### config.mk
export PLATFORM = sky130hd
export DESIGN_NAME = dns_name_label_encoder
export DESIGN_NICKNAME = d
export VERILOG_FILES = /design/src/rtl/core/dnle_pkg.sv /design/src/rtl/core/dnle_label_buf.sv /design/src/rtl/core/dnle_seq.sv /design/src/rtl/core/dns_name_label_encoder.sv
export SDC_FILE = /design/constraint.sdc
export NUM_CORES = 1
export LEC_CHECK = 0
export BUFFER_PORTS_ARGS = -buffer_cell sky130_fd_sc_hd__buf_2
export CAP_MARGIN = 30
export CELL_PAD_IN_SITES_DETAIL_PLACEMENT = 1
export CELL_PAD_IN_SITES_GLOBAL_PLACEMENT = 1
export CORE_MARGIN = 3
export CORE_UTILIZATION = 55
export CTS_CLUSTER_SIZE = 30
export DETAILED_ROUTE_END_ITERATION = 8
export HOLD_SLACK_MARGIN = 0.03
export PLACE_DENSITY = 0.88
export SLEW_MARGIN = 10
export SYNTH_ARGS = -nofsm -noshare
export SYNTH_HDL_FRONTEND = slang
export SYNTH_SLANG_ARGS = --single-unit
### constraint.sdc
create_clock -name i_clk -period 7.99 [get_ports i_clk]
set_input_delay 0 -clock i_clk [delete_from_list [all_inputs] [get_ports i_clk]]
set_output_delay 0 -clock i_clk [all_outputs]
set_load 0.02 [all_outputs]
### src/rtl/core/dnle_pkg.sv
// ----------------------------------------------------------------------------
// dnle_pkg: shared constants and types for the DNS name label encoder
// Default sizes, command codes and the label buffer write bundle.
// ----------------------------------------------------------------------------
package dnle_pkg;

    localparam int LABEL_MAX_DEF = 62;
    localparam int NAME_MAX_DEF  = 255;

    localparam logic       CMD_CHAR = 1'b0;
    localparam logic       CMD_END  = 1'b1;
    localparam logic [7:0] DOT_CHAR = 8'h2E;

    typedef struct packed {
        logic       en;
        logic [7:0] data;
    } t_wr_ctl;

endpackage

### src/rtl/core/dnle_label_buf.sv
// ----------------------------------------------------------------------------
// dnle_label_buf: label character buffer
// One write port, one registered read port.
// ----------------------------------------------------------------------------
module dnle_label_buf #(
    parameter int DEPTH = dnle_pkg::LABEL_MAX_DEF,
    parameter int AW    = 6
) (
    input  logic              i_clk,
    input  dnle_pkg::t_wr_ctl i_wr,
    input  logic [AW-1:0]     i_wr_addr,
    input  logic [AW-1:0]     i_rd_addr,
    output logic [7:0]        o_rd_data
);
    import dnle_pkg::*;

    logic [7:0] r_mem [DEPTH];
    logic [7:0] r_rd_data;

    always_ff @(posedge i_clk) begin
        if (i_wr.en) begin
            r_mem[i_wr_addr] <= i_wr.data;
        end
    end

    always_ff @(posedge i_clk) begin
        r_rd_data <= r_mem[i_rd_addr];
    end

    assign o_rd_data = r_rd_data;

endmodule

### src/rtl/core/dnle_seq.sv
// ----------------------------------------------------------------------------
// dnle_seq: label sequencer
// Buffers characters, then drains a label one byte per cycle, when not stalled,
// through the output register; one saturating adder keeps the running name length.
// ----------------------------------------------------------------------------
module dnle_seq #(
    parameter int LABEL_MAX = dnle_pkg::LABEL_MAX_DEF,
    parameter int NAME_MAX  = dnle_pkg::NAME_MAX_DEF,
    parameter int CW        = 6,
    parameter int AW        = 6
) (
    input  logic              i_clk,
    input  logic              i_rst_n,
    input  logic              i_in_valid,
    output logic              o_in_stall,
    input  logic              i_command,
    input  logic [7:0]        i_char_code,
    output logic              o_out_valid,
    input  logic              i_out_stall,
    output logic [7:0]        o_out_byte,
    output logic              o_name_done,
    output logic [7:0]        o_encoded_length,
    output logic              o_error,
    output dnle_pkg::t_wr_ctl o_wr,
    output logic [AW-1:0]     o_wr_addr,
    output logic [AW-1:0]     o_rd_addr,
    input  logic [7:0]        i_rd_data
);
    import dnle_pkg::*;

    localparam int TW = $clog2(NAME_MAX + 2);

    localparam logic [1:0] S_IDLE = 2'd0;
    localparam logic [1:0] S_LEN  = 2'd1;
    localparam logic [1:0] S_CHAR = 2'd2;
    localparam logic [1:0] S_ZERO = 2'd3;

    logic [1:0]    r_state, n_state;
    logic [CW-1:0] r_lcnt, n_lcnt;
    logic [CW-1:0] r_n, n_n;
    logic [CW-1:0] r_idx, n_idx;
    logic          r_is_end, n_is_end;
    logic [TW-1:0] r_total, n_total;
    logic          r_ovf, n_ovf;

    logic          r_out_valid, n_out_valid;
    logic [7:0]    r_out_byte, n_out_byte;
    logic          r_out_done, n_out_done;
    logic [7:0]    r_out_len, n_out_len;
    logic          r_out_err, n_out_err;

    logic          slot;
    logic          accept;
    logic          is_flush;
    logic [TW:0]   addend;
    logic [TW:0]   sum;
    logic [TW-1:0] sat_total;
    logic          over_name;

    assign slot     = !r_out_valid || !i_out_stall;
    assign accept   = i_in_valid && (r_state == S_IDLE);
    assign is_flush = (i_command == CMD_END) || (i_char_code == DOT_CHAR);

    // shared saturating adder: label length plus its length byte, or the terminator
    always_comb begin
        addend = (r_state == S_LEN) ? ((TW+1)'(r_n) + (TW+1)'(1)) : (TW+1)'(1);
        sum    = {1'b0, r_total} + addend;
        if (sum > (TW+1)'(NAME_MAX + 1)) begin
            sat_total = TW'(NAME_MAX + 1);
        end else begin
            sat_total = sum[TW-1:0];
        end
        over_name = (sat_total > TW'(NAME_MAX));
    end

    always_comb begin
        n_state     = r_state;
        n_lcnt      = r_lcnt;
        n_n         = r_n;
        n_idx       = r_idx;
        n_is_end    = r_is_end;
        n_total     = r_total;
        n_ovf       = r_ovf;
        n_out_valid = r_out_valid;
        n_out_byte  = r_out_byte;
        n_out_done  = r_out_done;
        n_out_len   = r_out_len;
        n_out_err   = r_out_err;
        o_wr.en     = 1'b0;
        o_wr.data   = i_char_code;

        if (slot) begin
            n_out_valid = 1'b0;
        end

        unique case (r_state)
            S_IDLE: begin
                if (accept) begin
                    if (is_flush) begin
                        n_n      = r_lcnt;
                        n_lcnt   = '0;
                        n_idx    = '0;
                        n_is_end = (i_command == CMD_END);
                        n_state  = S_LEN;
                    end else if (r_lcnt < CW'(LABEL_MAX)) begin
                        o_wr.en = 1'b1;
                        n_lcnt  = r_lcnt + CW'(1);
                    end else begin
                        n_ovf = 1'b1;
                    end
                end
            end
            S_LEN: begin
                if (slot) begin
                    n_out_valid = 1'b1;
                    n_out_byte  = 8'(r_n);
                    n_out_done  = 1'b0;
                    n_out_len   = '0;
                    n_out_err   = 1'b0;
                    n_total     = sat_total;
                    if (r_n != '0) begin
                        n_state = S_CHAR;
                    end else if (r_is_end) begin
                        n_state = S_ZERO;
                    end else begin
                        n_state = S_IDLE;
                    end
                end
            end
            S_CHAR: begin
                if (slot) begin
                    n_out_valid = 1'b1;
                    n_out_byte  = i_rd_data;
                    n_out_done  = 1'b0;
                    n_out_len   = '0;
                    n_out_err   = 1'b0;
                    n_idx       = r_idx + CW'(1);
                    if (n_idx == r_n) begin
                        n_state = r_is_end ? S_ZERO : S_IDLE;
                    end
                end
            end
            S_ZERO: begin
                if (slot) begin
                    n_out_valid = 1'b1;
                    n_out_byte  = '0;
                    n_out_done  = 1'b1;
                    n_out_len   = over_name ? 8'(NAME_MAX) : 8'(sat_total);
                    n_out_err   = r_ovf || over_name;
                    n_total     = '0;
                    n_ovf       = 1'b0;
                    n_state     = S_IDLE;
                end
            end
            default: begin
                n_state = S_IDLE;
            end
        endcase
    end

    always_ff @(posedge i_clk) begin
        if (!i_rst_n) begin
            r_state     <= S_IDLE;
            r_lcnt      <= '0;
            r_n         <= '0;
            r_idx       <= '0;
            r_is_end    <= 1'b0;
            r_total     <= '0;
            r_ovf       <= 1'b0;
            r_out_valid <= 1'b0;
        end else begin
            r_state     <= n_state;
            r_lcnt      <= n_lcnt;
            r_n         <= n_n;
            r_idx       <= n_idx;
            r_is_end    <= n_is_end;
            r_total     <= n_total;
            r_ovf       <= n_ovf;
            r_out_valid <= n_out_valid;
        end
    end

    always_ff @(posedge i_clk) begin
        r_out_byte <= n_out_byte;
        r_out_done <= n_out_done;
        r_out_len  <= n_out_len;
        r_out_err  <= n_out_err;
    end

    // read address runs one step ahead so the registered data lines up with r_idx
    assign o_rd_addr        = n_idx[AW-1:0];
    assign o_wr_addr        = r_lcnt[AW-1:0];
    assign o_in_stall       = (r_state != S_IDLE);
    assign o_out_valid      = r_out_valid;
    assign o_out_byte       = r_out_byte;
    assign o_name_done      = r_out_done;
    assign o_encoded_length = r_out_len;
    assign o_error          = r_out_err;

endmodule

### src/rtl/core/dns_name_label_encoder.sv
// ----------------------------------------------------------------------------
// dns_name_label_encoder: dotted name to DNS wire form
// Buffers one label, then writes its length byte and characters; end of
// name adds the zero byte with total length and error flag.
// ----------------------------------------------------------------------------
//  channel | handshake                 | payload
//  input   | i_in_valid / o_in_stall   | i_command, i_char_code
//  output  | o_out_valid / i_out_stall | o_out_byte, o_name_done,
//          |                           | o_encoded_length, o_error
//
//  a character item is taken without raising o_in_stall and produces nothing
//  a dot with n buffered characters sends its length byte and the n characters;
//  an end of name adds the zero byte; the sequencer writes one byte per cycle to the
//  output register when not stalled; o_in_stall stays high until the label drains
//  synchronous active-low reset clears the label count, name length and overflow flag
// ----------------------------------------------------------------------------
module dns_name_label_encoder #(
    parameter int LABEL_MAX = dnle_pkg::LABEL_MAX_DEF,
    parameter int NAME_MAX  = dnle_pkg::NAME_MAX_DEF
) (
    input  logic       i_clk,
    input  logic       i_rst_n,
    input  logic       i_in_valid,
    output logic       o_in_stall,
    input  logic       i_command,
    input  logic [7:0] i_char_code,
    output logic       o_out_valid,
    input  logic       i_out_stall,
    output logic [7:0] o_out_byte,
    output logic       o_name_done,
    output logic [7:0] o_encoded_length,
    output logic       o_error
);
    import dnle_pkg::*;

    localparam int CW = $clog2(LABEL_MAX + 1);
    localparam int AW = (LABEL_MAX > 1) ? $clog2(LABEL_MAX) : 1;

    t_wr_ctl       wr;
    logic [AW-1:0] wr_addr;
    logic [AW-1:0] rd_addr;
    logic [7:0]    rd_data;

    dnle_label_buf #(
        .DEPTH (LABEL_MAX),
        .AW    (AW)
    ) u_buf (
        .i_clk     (i_clk),
        .i_wr      (wr),
        .i_wr_addr (wr_addr),
        .i_rd_addr (rd_addr),
        .o_rd_data (rd_data)
    );

    dnle_seq #(
        .LABEL_MAX (LABEL_MAX),
        .NAME_MAX  (NAME_MAX),
        .CW        (CW),
        .AW        (AW)
    ) u_seq (
        .i_clk            (i_clk),
        .i_rst_n          (i_rst_n),
        .i_in_valid       (i_in_valid),
        .o_in_stall       (o_in_stall),
        .i_command        (i_command),
        .i_char_code      (i_char_code),
        .o_out_valid      (o_out_valid),
        .i_out_stall      (i_out_stall),
        .o_out_byte       (o_out_byte),
        .o_name_done      (o_name_done),
        .o_encoded_length (o_encoded_length),
        .o_error          (o_error),
        .o_wr             (wr),
        .o_wr_addr        (wr_addr),
        .o_rd_addr        (rd_addr),
        .i_rd_data        (rd_data)
    );

endmodule

==> After elaboration in Yosys (flattened, before gate mapping) <==
Memories as Yosys holds them, arrays and structs flattened. A register that Yosys moved wholly into a read port is not among the register bits.
Index checks and enable logic that the tools add are counted.
{ "classes": {"add_sub_neg": 4, "magnitude_cmp": 3, "eq_ne": 14, "n_mux": 45, "reduce_logical": 23} }
{ "ops": {"columns": ["op", "n"], "rows": [
  ["$mux 8", 5],
  ["$mux 6", 5],
  ["$mux 9", 3],
  ["$pmux 8 s3", 1],
  ["$pmux 9 s2", 1],
  ["$mux 2", 8],
  ["$pmux 8 s2", 1],
  ["$mux 1", 15],
  ["$ne 2x1->1 const B", 7],
  ["$add 6x1->6 const B", 2],
  ["$pmux 6 s2", 1],
  ["$reduce_and 3->1", 4],
  ["$add 9x10->10", 1],
  ["$gt 10x9->1 const B", 1],
  ["$mux 10", 1],
  ["$reduce_bool 2->1", 5],
  ["$gt 9x8->1 const B", 1],
  ["$eq 8x6->1 const B", 1],
  ["$pmux 2 s4", 1],
  ["$add 6x1->7 const B", 1],
  ["$eq 6x6->1", 1],
  ["$lt 6x6->1 const B", 1],
  ["$pmux 1 s2", 3],
  ["$reduce_and 6->1", 1],
  ["13 further kinds", 18]
]} }
{ "totals": {"regBits": 50, "ram_bits": 496, "inputBits": 13, "out_inout_bits": 20, "elab_cells": 102, "memories": 1} }
{ "memory_table": {"columns": ["name", "depth", "width", "read_ports", "rd_ports_with_merged_regs", "write_ports", "line", "rtl"], "rows": [
  ["u_buf.r_mem", 62, 8, 1, 1, 1, "dnle_label_buf.sv:17", "logic [7:0] r_mem [DEPTH];"]
]} }

==> Depth between registers and ports, before layout <==
Gate-level depths: netlist (run 1).
{ "depth": {"word_depth": 9, "ltp_mapped": 16, "depth_no_buf": 14} }

==> By module <==
From an unflattened synthesis (run 1), not the netlist that was laid out.
{ "unflattened": {"hier_cells": 1266, "area_unflattened_um2": 22530.4} }
{ "by_module_without_submodules": {"columns": ["module", "instances", "cells_each", "area_each_um2"], "rows": [
  ["dnle_label_buf", 1, 935, 19556.3],
  ["dnle_seq", 1, 331, 2974.1]
]} }

==> Worst setup path after synthesis (run 1) <==
OpenSTA, ideal clock, no wires.
{ "synth_path": {"kind": "reg-to-reg", "start": "register u_seq.r_state[1]", "end": "register u_seq.r_out_len[2] (netlist: u_seq.o_encoded_length[2]), data pin", "setup_time_ns": 0.254, "arrival_ns": 2.943, "required_ns": 7.736, "slack_ns": 4.793, "path_stages_with_launch": 15, "n_path_buf": 3, "period_less_slack_ns": 3.197, "cell_sequence": "dfxtp_1 -> inv_1 -> ha_1 -> clkbuf_1 -> and2_1 -> ha_1 -> a21o_1 -> a21oi_1 -> o21bai_1 -> a2111oi_0 -> or3_1 -> clkbuf_1 -> a41oi_1 -> clkbuf_1 -> o21a_1"} }
{ "synth_between": {"elab_chain_cells": 9, "elab_cells_between_ends": 12} }
{ "synth_rtl": {"columns": ["element", "line", "rtl"], "rows": [
  ["from (decl)", "dnle_seq.sv:38", "logic [1:0] r_state, n_state;"],
  ["from (signal assigned)", "dnle_seq.sv:172", "r_state <= n_state;"],
  ["$eq 2x1->1", "dnle_seq.sv:66, dnle_seq.sv:96", null],
  ["$mux 10", "dnle_seq.sv:66", "addend = (r_state == S_LEN) ? ((TW+1)'(r_n) + (TW+1)'(1)) : (TW+1)'(1);"],
  ["$add 9x10->10", "dnle_seq.sv:67", "sum = {1'b0, r_total} + addend;"],
  ["$gt 10x9->1", "dnle_seq.sv:68", "if (sum > (TW+1)'(NAME_MAX + 1)) begin"],
  ["$mux 9", "dnle_seq.sv:68", null],
  ["$gt 9x8->1", "dnle_seq.sv:73", "over_name = (sat_total > TW'(NAME_MAX));"],
  ["$mux 8", "dnle_seq.sv:148", "n_out_len = over_name ? 8'(NAME_MAX) : 8'(sat_total);"],
  ["$mux 8", "dnle_seq.sv:144", "if (slot) begin"],
  ["$pmux 8 s2 *", "dnle_seq.sv:96", "unique case (r_state)"],
  ["to (signal assigned)", "dnle_seq.sv:186", "r_out_len <= n_out_len;"],
  ["to (decl)", "dnle_seq.sv:49", "logic [7:0] r_out_len, n_out_len;"]
]} }
Every way passes the cells marked *; elsewhere a longest branch is shown, timed or not. The select of a mux whose other input is x is not followed.
A chain may end at the register's enable or synchronous reset.

==> Worst setup path after layout (run 1) <==
{ "layout_path": {"start": "register u_seq.r_idx[0]", "end": "register u_buf.r_rd_data[7] (netlist: u_buf.o_rd_data[7]), read port of u_buf.r_mem"} }
{ "layout_between": {"elab_chain_cells": 3, "elab_cells_between_ends": 5} }
{ "layout_rtl": {"columns": ["element", "line", "rtl"], "rows": [
  ["from (decl)", "dnle_seq.sv:41", "logic [CW-1:0] r_idx, n_idx;"],
  ["from (signal assigned)", "dnle_seq.sv:175", "r_idx <= n_idx;"],
  ["$add 6x1->6 / $mux 6 (equally long branches)", "dnle_seq.sv:137, dnle_seq.sv:99", null],
  ["$mux 6, on equally long branches", "dnle_seq.sv:131, dnle_seq.sv:98", null],
  ["$pmux 6 s2 *", "dnle_seq.sv:96", null],
  ["to (decl)", "dnle_label_buf.sv:18", "logic [7:0] r_rd_data;"]
]} }
Every way passes the cells marked *; elsewhere a longest branch is shown, timed or not.

==> impl_metrics.tcl, run 1 <==
set metrics [dict create \
    worst_path_max_delay_cell "inv_2" \
    timing.rr.end "u_buf.o_rd_data[7]" \
    cts.repair.resized 0 \
    coreArea_mm2 0.0432 \
    utilization_after_layout 0.614 \
    dominantRegCellSynth "edfxtp_1" \
    critical-path-top-delay-family "buffers and inverters" \
    holdCritPathClass "in -> reg" \
    detail_route.first_pass.iterations 7 \
    placedInstanceArea_mm2 0.0246 \
    synth.largest_area_cell "edfxtp_1" \
    r2r_start "u_seq.r_idx[0]" \
    leakagePower_nw 8.44 \
    crit_path_start_kind "flip-flop" \
    register_bit_total_from_synthesis 554 \
    number_of_antenna_violations_at_the_first_check_in_global_routing 1 \
    whs_path_depth 2 \
    effective_utilization_at_floorplan 0.557 \
    post_synth_num_cell_types 75 \
    clockRootBuffer "clkbuf_16" \
    layout_common_cells "514 x edfxtp_1, 219 x nand2_1, 140 x a22oi_1" \
    post_drt_via_cell_ratio 7.22 \
    cp.buffers_inverters 3 \
    finalWirelength_um 78000 \
    layout_setup_ws_ns 3.20 \
    finalSetupViolations 0 \
    ff2ff_path_depth 12 \
    cts_setup_buffers 0 \
    layout.nets 1823 \
    rsz0062_at_grt "no" \
    dp_hpwl_um 44800 \
    setup_tns_ns 0 \
    report.final.hold_viol_count 0 \
    area_growth_syn_to_layout_pct 10.2 \
    grt_start_max_net_pins 155 \
    synthesis.nets 1830 \
    hold_slack_ns 0.0951 \
    vias_in_the_first_global_route 17800 \
    fp-row-count 76 \
    grt_first_pass_wirelength_um 117000 \
    htree_num_levels 2 \
    cap_viol_max_count 0 \
    worst_endpoint_required_time_ns 8.53 \
    design_area_mm2 0.0265 \
    crit_chain "ha_1 > inv_2 > o21ai_0 > o31ai_4 > buf_4 > buf_4 > a22oi_1 > o211ai_1 > nand3_1 > and4_1 > a31o_1 > nor3_2" \
    final_max_slew_viol_count 0 \
    synth.cell_area_mm2 0.0241 \
    run_status "completed" \
    cp_max_fo 58 \
    routed-via-count 17500 \
    final_layout_size_suffix_gt1_frac 0.114 \
    synth_top_cell_area_share 0.641 \
    dieHeight_um 215 \
    clock-skew-final_ns 0.0160 \
    cts_inserted_buffers 56 \
    cts_tree "built" \
    ios 33 \
    holdPathEnd "u_buf.r_mem[36][0]" \
    drt_drc_violations_left 0 \
    power_per_cell_area_mw_per_mm2 229 \
    die_outline_area_mm2 0.0463 \
    portBuffers 32 \
    cells_taking_the_most_area_after_synthesis "edfxtp_1 64%, a22oi_1 4.4%, nand2_1 3.4%" \
    ys_seq_area_frac 0.675 \
    clock.fmax_ghz 0.209 \
    cp.arrival_ns 5.33 \
    path_class "reg -> reg" \
    worstMarginPinSlew_ns 1.03 \
    timing.final.crit_share 0.599 \
    hold_buffers 6 \
    synth-edff-count 514 \
    hold_start "i_char_code[0]" \
    yosys_warnings 0 \
    num-fill-cells 4139 \
    synth_area_per_cell_um2 13.4 \
    irDropWorstVdd_mv 0.181 \
    grtUsageTotal 0.333 \
    final_antenna_net_count 0 \
    setup.worst_path.end_class "flip-flop" \
    grt_overflow_total 0 \
    die_w_um 215 \
    first_iter_violations 2743 \
    async_sr_flop_fraction 0 \
    placer_congestion 0.891 \
    clock_sinks 554 \
    post-route-min-period_ns 4.79 \
    layout_commonest_cell "edfxtp_1" \
    post_drt_wl_per_cell_um 32.2 \
    clockBufferDepth 3 \
    timing.critical_path.mode_cell "buf_4" \
    ff2ff_setup_slack_ns 3.20 \
    syn_inst 1800 \
    max_slew_margin 0.312 \
    clk_latency_ns 0.62 \
    clk_pin_slew_ns 0.07 \
    worst_path_largest_cell_delay_ns 0.69 \
    pre_cts_ws_ns 3.36 \
]
-- power breakdown --
part / total (mW) / leakage (nW) / internal (mW) / switching [mW]
clock network: 2.66 / 0.888 / 1.51 / 1.15
registers: 3.20 / 4.95 / 3.19 / 0.0131
logic: 0.203 / 2.59 / 0.0463 / 0.157
total: 6.06 / 8.44 / 4.75 / 1.32
-- state kept, by name, indices dropped and copies added (netlist names), named ones only --
signal	count
u_seq.r_idx	6
u_seq.o_error	1
u_seq.o_name_done	1
u_seq.r_ovf	1
u_seq.r_is_end	1
u_seq.o_encoded_length	8
u_seq.o_wr_addr	6
u_seq.o_out_byte	8
u_seq.r_state	2
u_buf.o_rd_data	8
u_buf.r_mem	496
u_seq.r_total	9
u_seq.r_n	6
-- kinds of logic after synthesis --
kind of cell | share of synthesized area
AND/OR/NAND/NOR | 0.104
flip-flops | 0.675
XOR/XNOR | 0.00801
adder cells (fa/ha/maj) | 0.00915
AO/OA/AOI/OAI | 0.144
multiplexers | 0.0306
buffers and inverters | 0.0301
-- routing by layer --
layer  wire length, um  GRT usage  vias to the layer above
li1                  -          -                     7075
met1             28200      0.430                     8789
met2             37100      0.543                     1298
met3              7910     0.0650                      315
met4              4890      0.172                        2
met5                13          0                        -
-- how the worst max path moves through the flow --
stage / from / to / slack (ns) / depth (start not counted)
detailed placement: u_seq.r_state[0] / u_buf.o_rd_data[4] / 3.36 / 12
CTS: u_seq.r_state[0] / u_buf.o_rd_data[4] / 3.25 / 12
floorplan: u_seq.r_state[1] / u_seq.o_encoded_length[2] / 4.79 / 14
finish: u_seq.r_idx[0] / u_buf.o_rd_data[7] / 3.20 / 12
global placement: u_seq.r_state[0] / u_buf.o_rd_data[4] / 3.50 / 12
global route: u_seq.r_idx[0] / u_buf.o_rd_data[7] / 3.06 / 12
-- Yosys cell counts (8+ instances only) --
cell and number:
dfxtp_1 40, a21oi_1 22, nor3_2 8, buf_2 22, clkbuf_1 84, mux4_2 20, o21ai_0 96, a31o_2 19
xnor2_1 15, a31oi_1 29, inv_1 10, nor3_1 9, o21a_1 10, o211ai_1 28, a221oi_1 68, edfxtp_1 514
mux2i_1 18, nand2_1 219, a32oi_1 13, nand3_1 107, and4_1 16, buf_1 12, ha_1 16, nand4_1 19
a22oi_1 140, and2_1 11, nor2_1 112
-- stage by stage --
stage	total power [mW]	std cells
2_1_floorplan	3.35	1800
6_report	6.06	2422
3_3_place_gp	3.43	2306
4_1_cts	6.05	2415
3_5_place_dp	3.45	2308
5_1_grt	6.19	2421
-- final cells by class --
cell class	instances	area, um2	share of cell area
Sequential cell	554	16200	0.612
Multi-Input combinational cell	1099	7180	0.271
Clock buffer	82	1640	0.0620
Tap cell	585	732	0.0276
Timing Repair Buffer	70	502	0.0189
Clock inverter	19	174	0.00656
Inverter	12	45.0	0.00170
Antenna cell	1	2.50	0.0000944
-- worst register-to-register path, stage by stage (launching register included) --
cell and delay, ns:
dfxtp_1 0.42, ha_1 0.39, inv_2 0.69, o21ai_0 0.47, o31ai_4 0.20, buf_4 0.62
buf_4 0.63, a22oi_1 0.16, o211ai_1 0.17, nand3_1 0.24, and4_1 0.35, a31o_1 0.23
nor3_2 0.14
Power figures use the tool's default switching activity.
==> run 2: changes to the inputs <==
ABC_AREA = 1   (was unset)
CORE_UTILIZATION = 50   (was 55)
PLACE_DENSITY = 0.85   (was 0.88)
clock period = 4.6 ns   (was 7.99 ns; I/O delays follow)
==> run 2 against run 1 <==
  * Die area increased by 14%
  * First-iteration DRC count decreased by 27%
  * Total power increased by 81%
  * Sequential cell count unchanged
  * Cell count increased by 31%
  * Hold slack got worse by 0.0083 ns
  * Global-route usage decreased by 3.8 points
  * Utilization decreased by 5.4 points
  * Synthesized cell count increased by 37%
  * Combinational power increased to 4.5 times the previous value
==> impl_metrics.tcl, run 2 <==
set metrics [dict create \
    run_status "completed" \
    worstMarginPinSlew_ns 1.10 \
    rsz0062_at_grt "no" \
    grt_first_pass_wirelength_um 119000 \
    setup.worst_path.end_class "flip-flop" \
    cts_setup_buffers 0 \
    cap_viol_max_count 0 \
    report.final.hold_viol_count 0 \
    pre_cts_ws_ns 0.800 \
    cts.repair.resized 0 \
    drt_drc_violations_left 0 \
    portBuffers 32 \
    effective_utilization_at_floorplan 0.509 \
    worst_endpoint_required_time_ns 5.10 \
    num-fill-cells 5319 \
    finish.cell_count_without_fillers 3169 \
    setup_tns_ns 0 \
    synth.cell_area_mm2 0.0250 \
    post_drt_via_cell_ratio 5.88 \
    hold_slack_ns 0.0868 \
    clock-skew-final_ns 0.0177 \
    coreArea_mm2 0.0492 \
    final_layout_size_suffix_gt1_frac 0.0635 \
    worst_path_max_delay_cell "buf_4" \
    post_synth_num_cell_types 39 \
    cts_inserted_buffers 56 \
    number_of_antenna_violations_at_the_first_check_in_global_routing 0 \
    synthTopCellsByCount "543 x nand3_1, 514 x edfxtp_1, 469 x nand2_1" \
    die_outline_area_mm2 0.0527 \
    cp.arrival_ns 4.48 \
    grtUsageTotal 0.296 \
    cp.buffers_inverters 4 \
    register_bit_total_from_synthesis 554 \
    detail_route.first_pass.iterations 5 \
    synthesis.nets 2488 \
    post-route-min-period_ns 3.98 \
    dp_hpwl_um 47300 \
    clock.fmax_ghz 0.251 \
    crit_chain "inv_1 > ha_1 > inv_1 > nand2_1 > o21ai_1 > clkinv_1 > nand4_1 > nand2_8 > buf_4 > nand2_1 > nand3_1 > nand3_1 > nand3_1 > nand3_1 > nand3_1 > nand2_1" \
    biggest_registers_after_layout "u_buf.r_mem x496, u_seq.r_total x9" \
    fin_total_pwr_mw 11.0 \
    registers.top_by_ff_count "u_buf.r_mem" \
    clk_pin_slew_ns 0.06 \
    routed-via-count 18600 \
    area_growth_syn_to_layout_pct 10.2 \
    timing.critical_path.mode_cell "nand3_1" \
    irDropWorstVdd_mv 0.256 \
    layout.nets 2487 \
    layout_commonest_cell "nand3_1" \
    first_iter_violations 2002 \
    finalSetupViolations 0 \
    yosys.cell_count.top_type "nand3_1" \
    power_per_cell_area_mw_per_mm2 399 \
    clockBufferDepth 3 \
    die_w_um 230 \
    sequential_cell_area_mm2 0.0162 \
    holdCritPathClass "in -> reg" \
    synth_top_cell_area_share 0.617 \
    cts_tree "built" \
    leakagePower_nw 11.2 \
    timing.final.crit_share 0.865 \
    finalWirelength_um 77800 \
    final_antenna_net_count 0 \
    yosys_warnings 0 \
    hold_buffers 9 \
    post_drt_wl_per_cell_um 24.6 \
    grt_overflow_total 0 \
    final_max_slew_viol_count 0 \
    clock_sinks 554 \
    grt_start_max_net_pins 145 \
    largest_reg_flops 496 \
    insertedDiodeCount 0 \
    placer_congestion 0.892 \
    syn_inst 2458 \
    ys_seq_area_frac 0.650 \
    cells_taking_the_most_area_after_synthesis "edfxtp_1 62%, nand3_1 11%, nand2_1 7.0%" \
    dieHeight_um 230 \
    fp-row-count 81 \
    htree_num_levels 2 \
    vias_in_the_first_global_route 19700 \
    crit_path_start_kind "flip-flop" \
    layout_common_cells "543 x nand3_1, 514 x edfxtp_1, 468 x nand2_1" \
    worst_path_largest_cell_delay_ns 0.62 \
    area_used_by_multi_input_combinational_logic_mm2 0.00654 \
    layout_setup_ws_ns 0.621 \
    dominantRegCellSynth "edfxtp_1" \
    critical-path-top-delay-family "simple AND/OR/NAND/NOR gates" \
    synth.largest_area_cell "edfxtp_1" \
    synth-edff-count 514 \
    clockRootBuffer "clkbuf_16" \
    max_slew_margin 0.268 \
    async_sr_flop_fraction 0 \
    cp_max_fo 70 \
    synth_area_per_cell_um2 10.2 \
    path_class "reg -> reg" \
    post-place-cells 3054 \
    ios 33 \
    clk_latency_ns 0.62 \
]
==> run 2: cell types whose count changed in the layout (fill, tap and decap cells not counted), moves of 19 or more <==
cell and delta:
a21oi_1 +24, a221oi_1 -67, a22oi_1 -140, a31o_2 -19, a31oi_1 -27, inv_1 +413, mux4_2 -20, nand2_1 +249
nand3_1 +437, nand3b_1 +77, o211ai_1 -27, o21ai_0 -72
==> run 2: stage by stage <==
stage                     utilization  instance area [um2]
after global routing            0.560                27500
after global placement          0.523                25700
after floorplan                     -                25000
after CTS                       0.560                27500
after detailed placement        0.523                25700
final                           0.560                27500
==> run 2: where the power goes <==
group / leakage, nW / switching, mW / internal (mW)
clock: 0.880 / 1.94 / 2.53
combinational: 5.36 / 0.687 / 0.228
sequential: 4.96 / 0.0439 / 5.57
total: 11.2 / 2.67 / 8.33
==> run 2: area by class of cell <==
cell class / instances / share of cell area
clock buffer: 72 / 0.0546
timing repair buffer: 66 / 0.0195
inverter: 434 / 0.0591
sequential: 554 / 0.589
multi-input combinational: 1345 / 0.237
tap: 664 / 0.0302
clock inverter: 34 / 0.00972
==> run 2: routing by layer <==
layer | wire (um) | part of all wire | track usage
met4 | 3680 | 0.047 | 0.137
met1 | 29800 | 0.38 | 0.370
met5 | 0 | 0 | 0
met2 | 38000 | 0.49 | 0.498
met3 | 6330 | 0.081 | 0.0567
==> run 2: worst paths after layout <==
check                                      start                  to  slack [ns]  depth (start not counted)
worst min register to register  u_seq.r_total[3]    u_seq.r_total[3]        0.48                          2
worst max register to register  u_seq.r_state[0]  u_buf.o_rd_data[7]        0.62                         16
worst max-delay path            u_seq.r_state[0]  u_buf.o_rd_data[7]        0.62                         16
worst min-delay path              i_char_code[5]  u_buf.r_mem[39][5]        0.09                          2
==> run 2: kinds of logic (layout without fill, tap and decap cells) <==
family | Yosys count | count (layout) | share of synthesized area
buffers and inverters | 559 | 606 | 0.0906
AND/OR/NAND/NOR | 1233 | 1233 | 0.228
adder cells (fa/ha/maj) | 17 | 17 | 0.00881
XOR/XNOR | 13 | 13 | 0.00456
AO/OA/AOI/OAI | 82 | 82 | 0.0182
flip-flops | 554 | 554 | 0.650
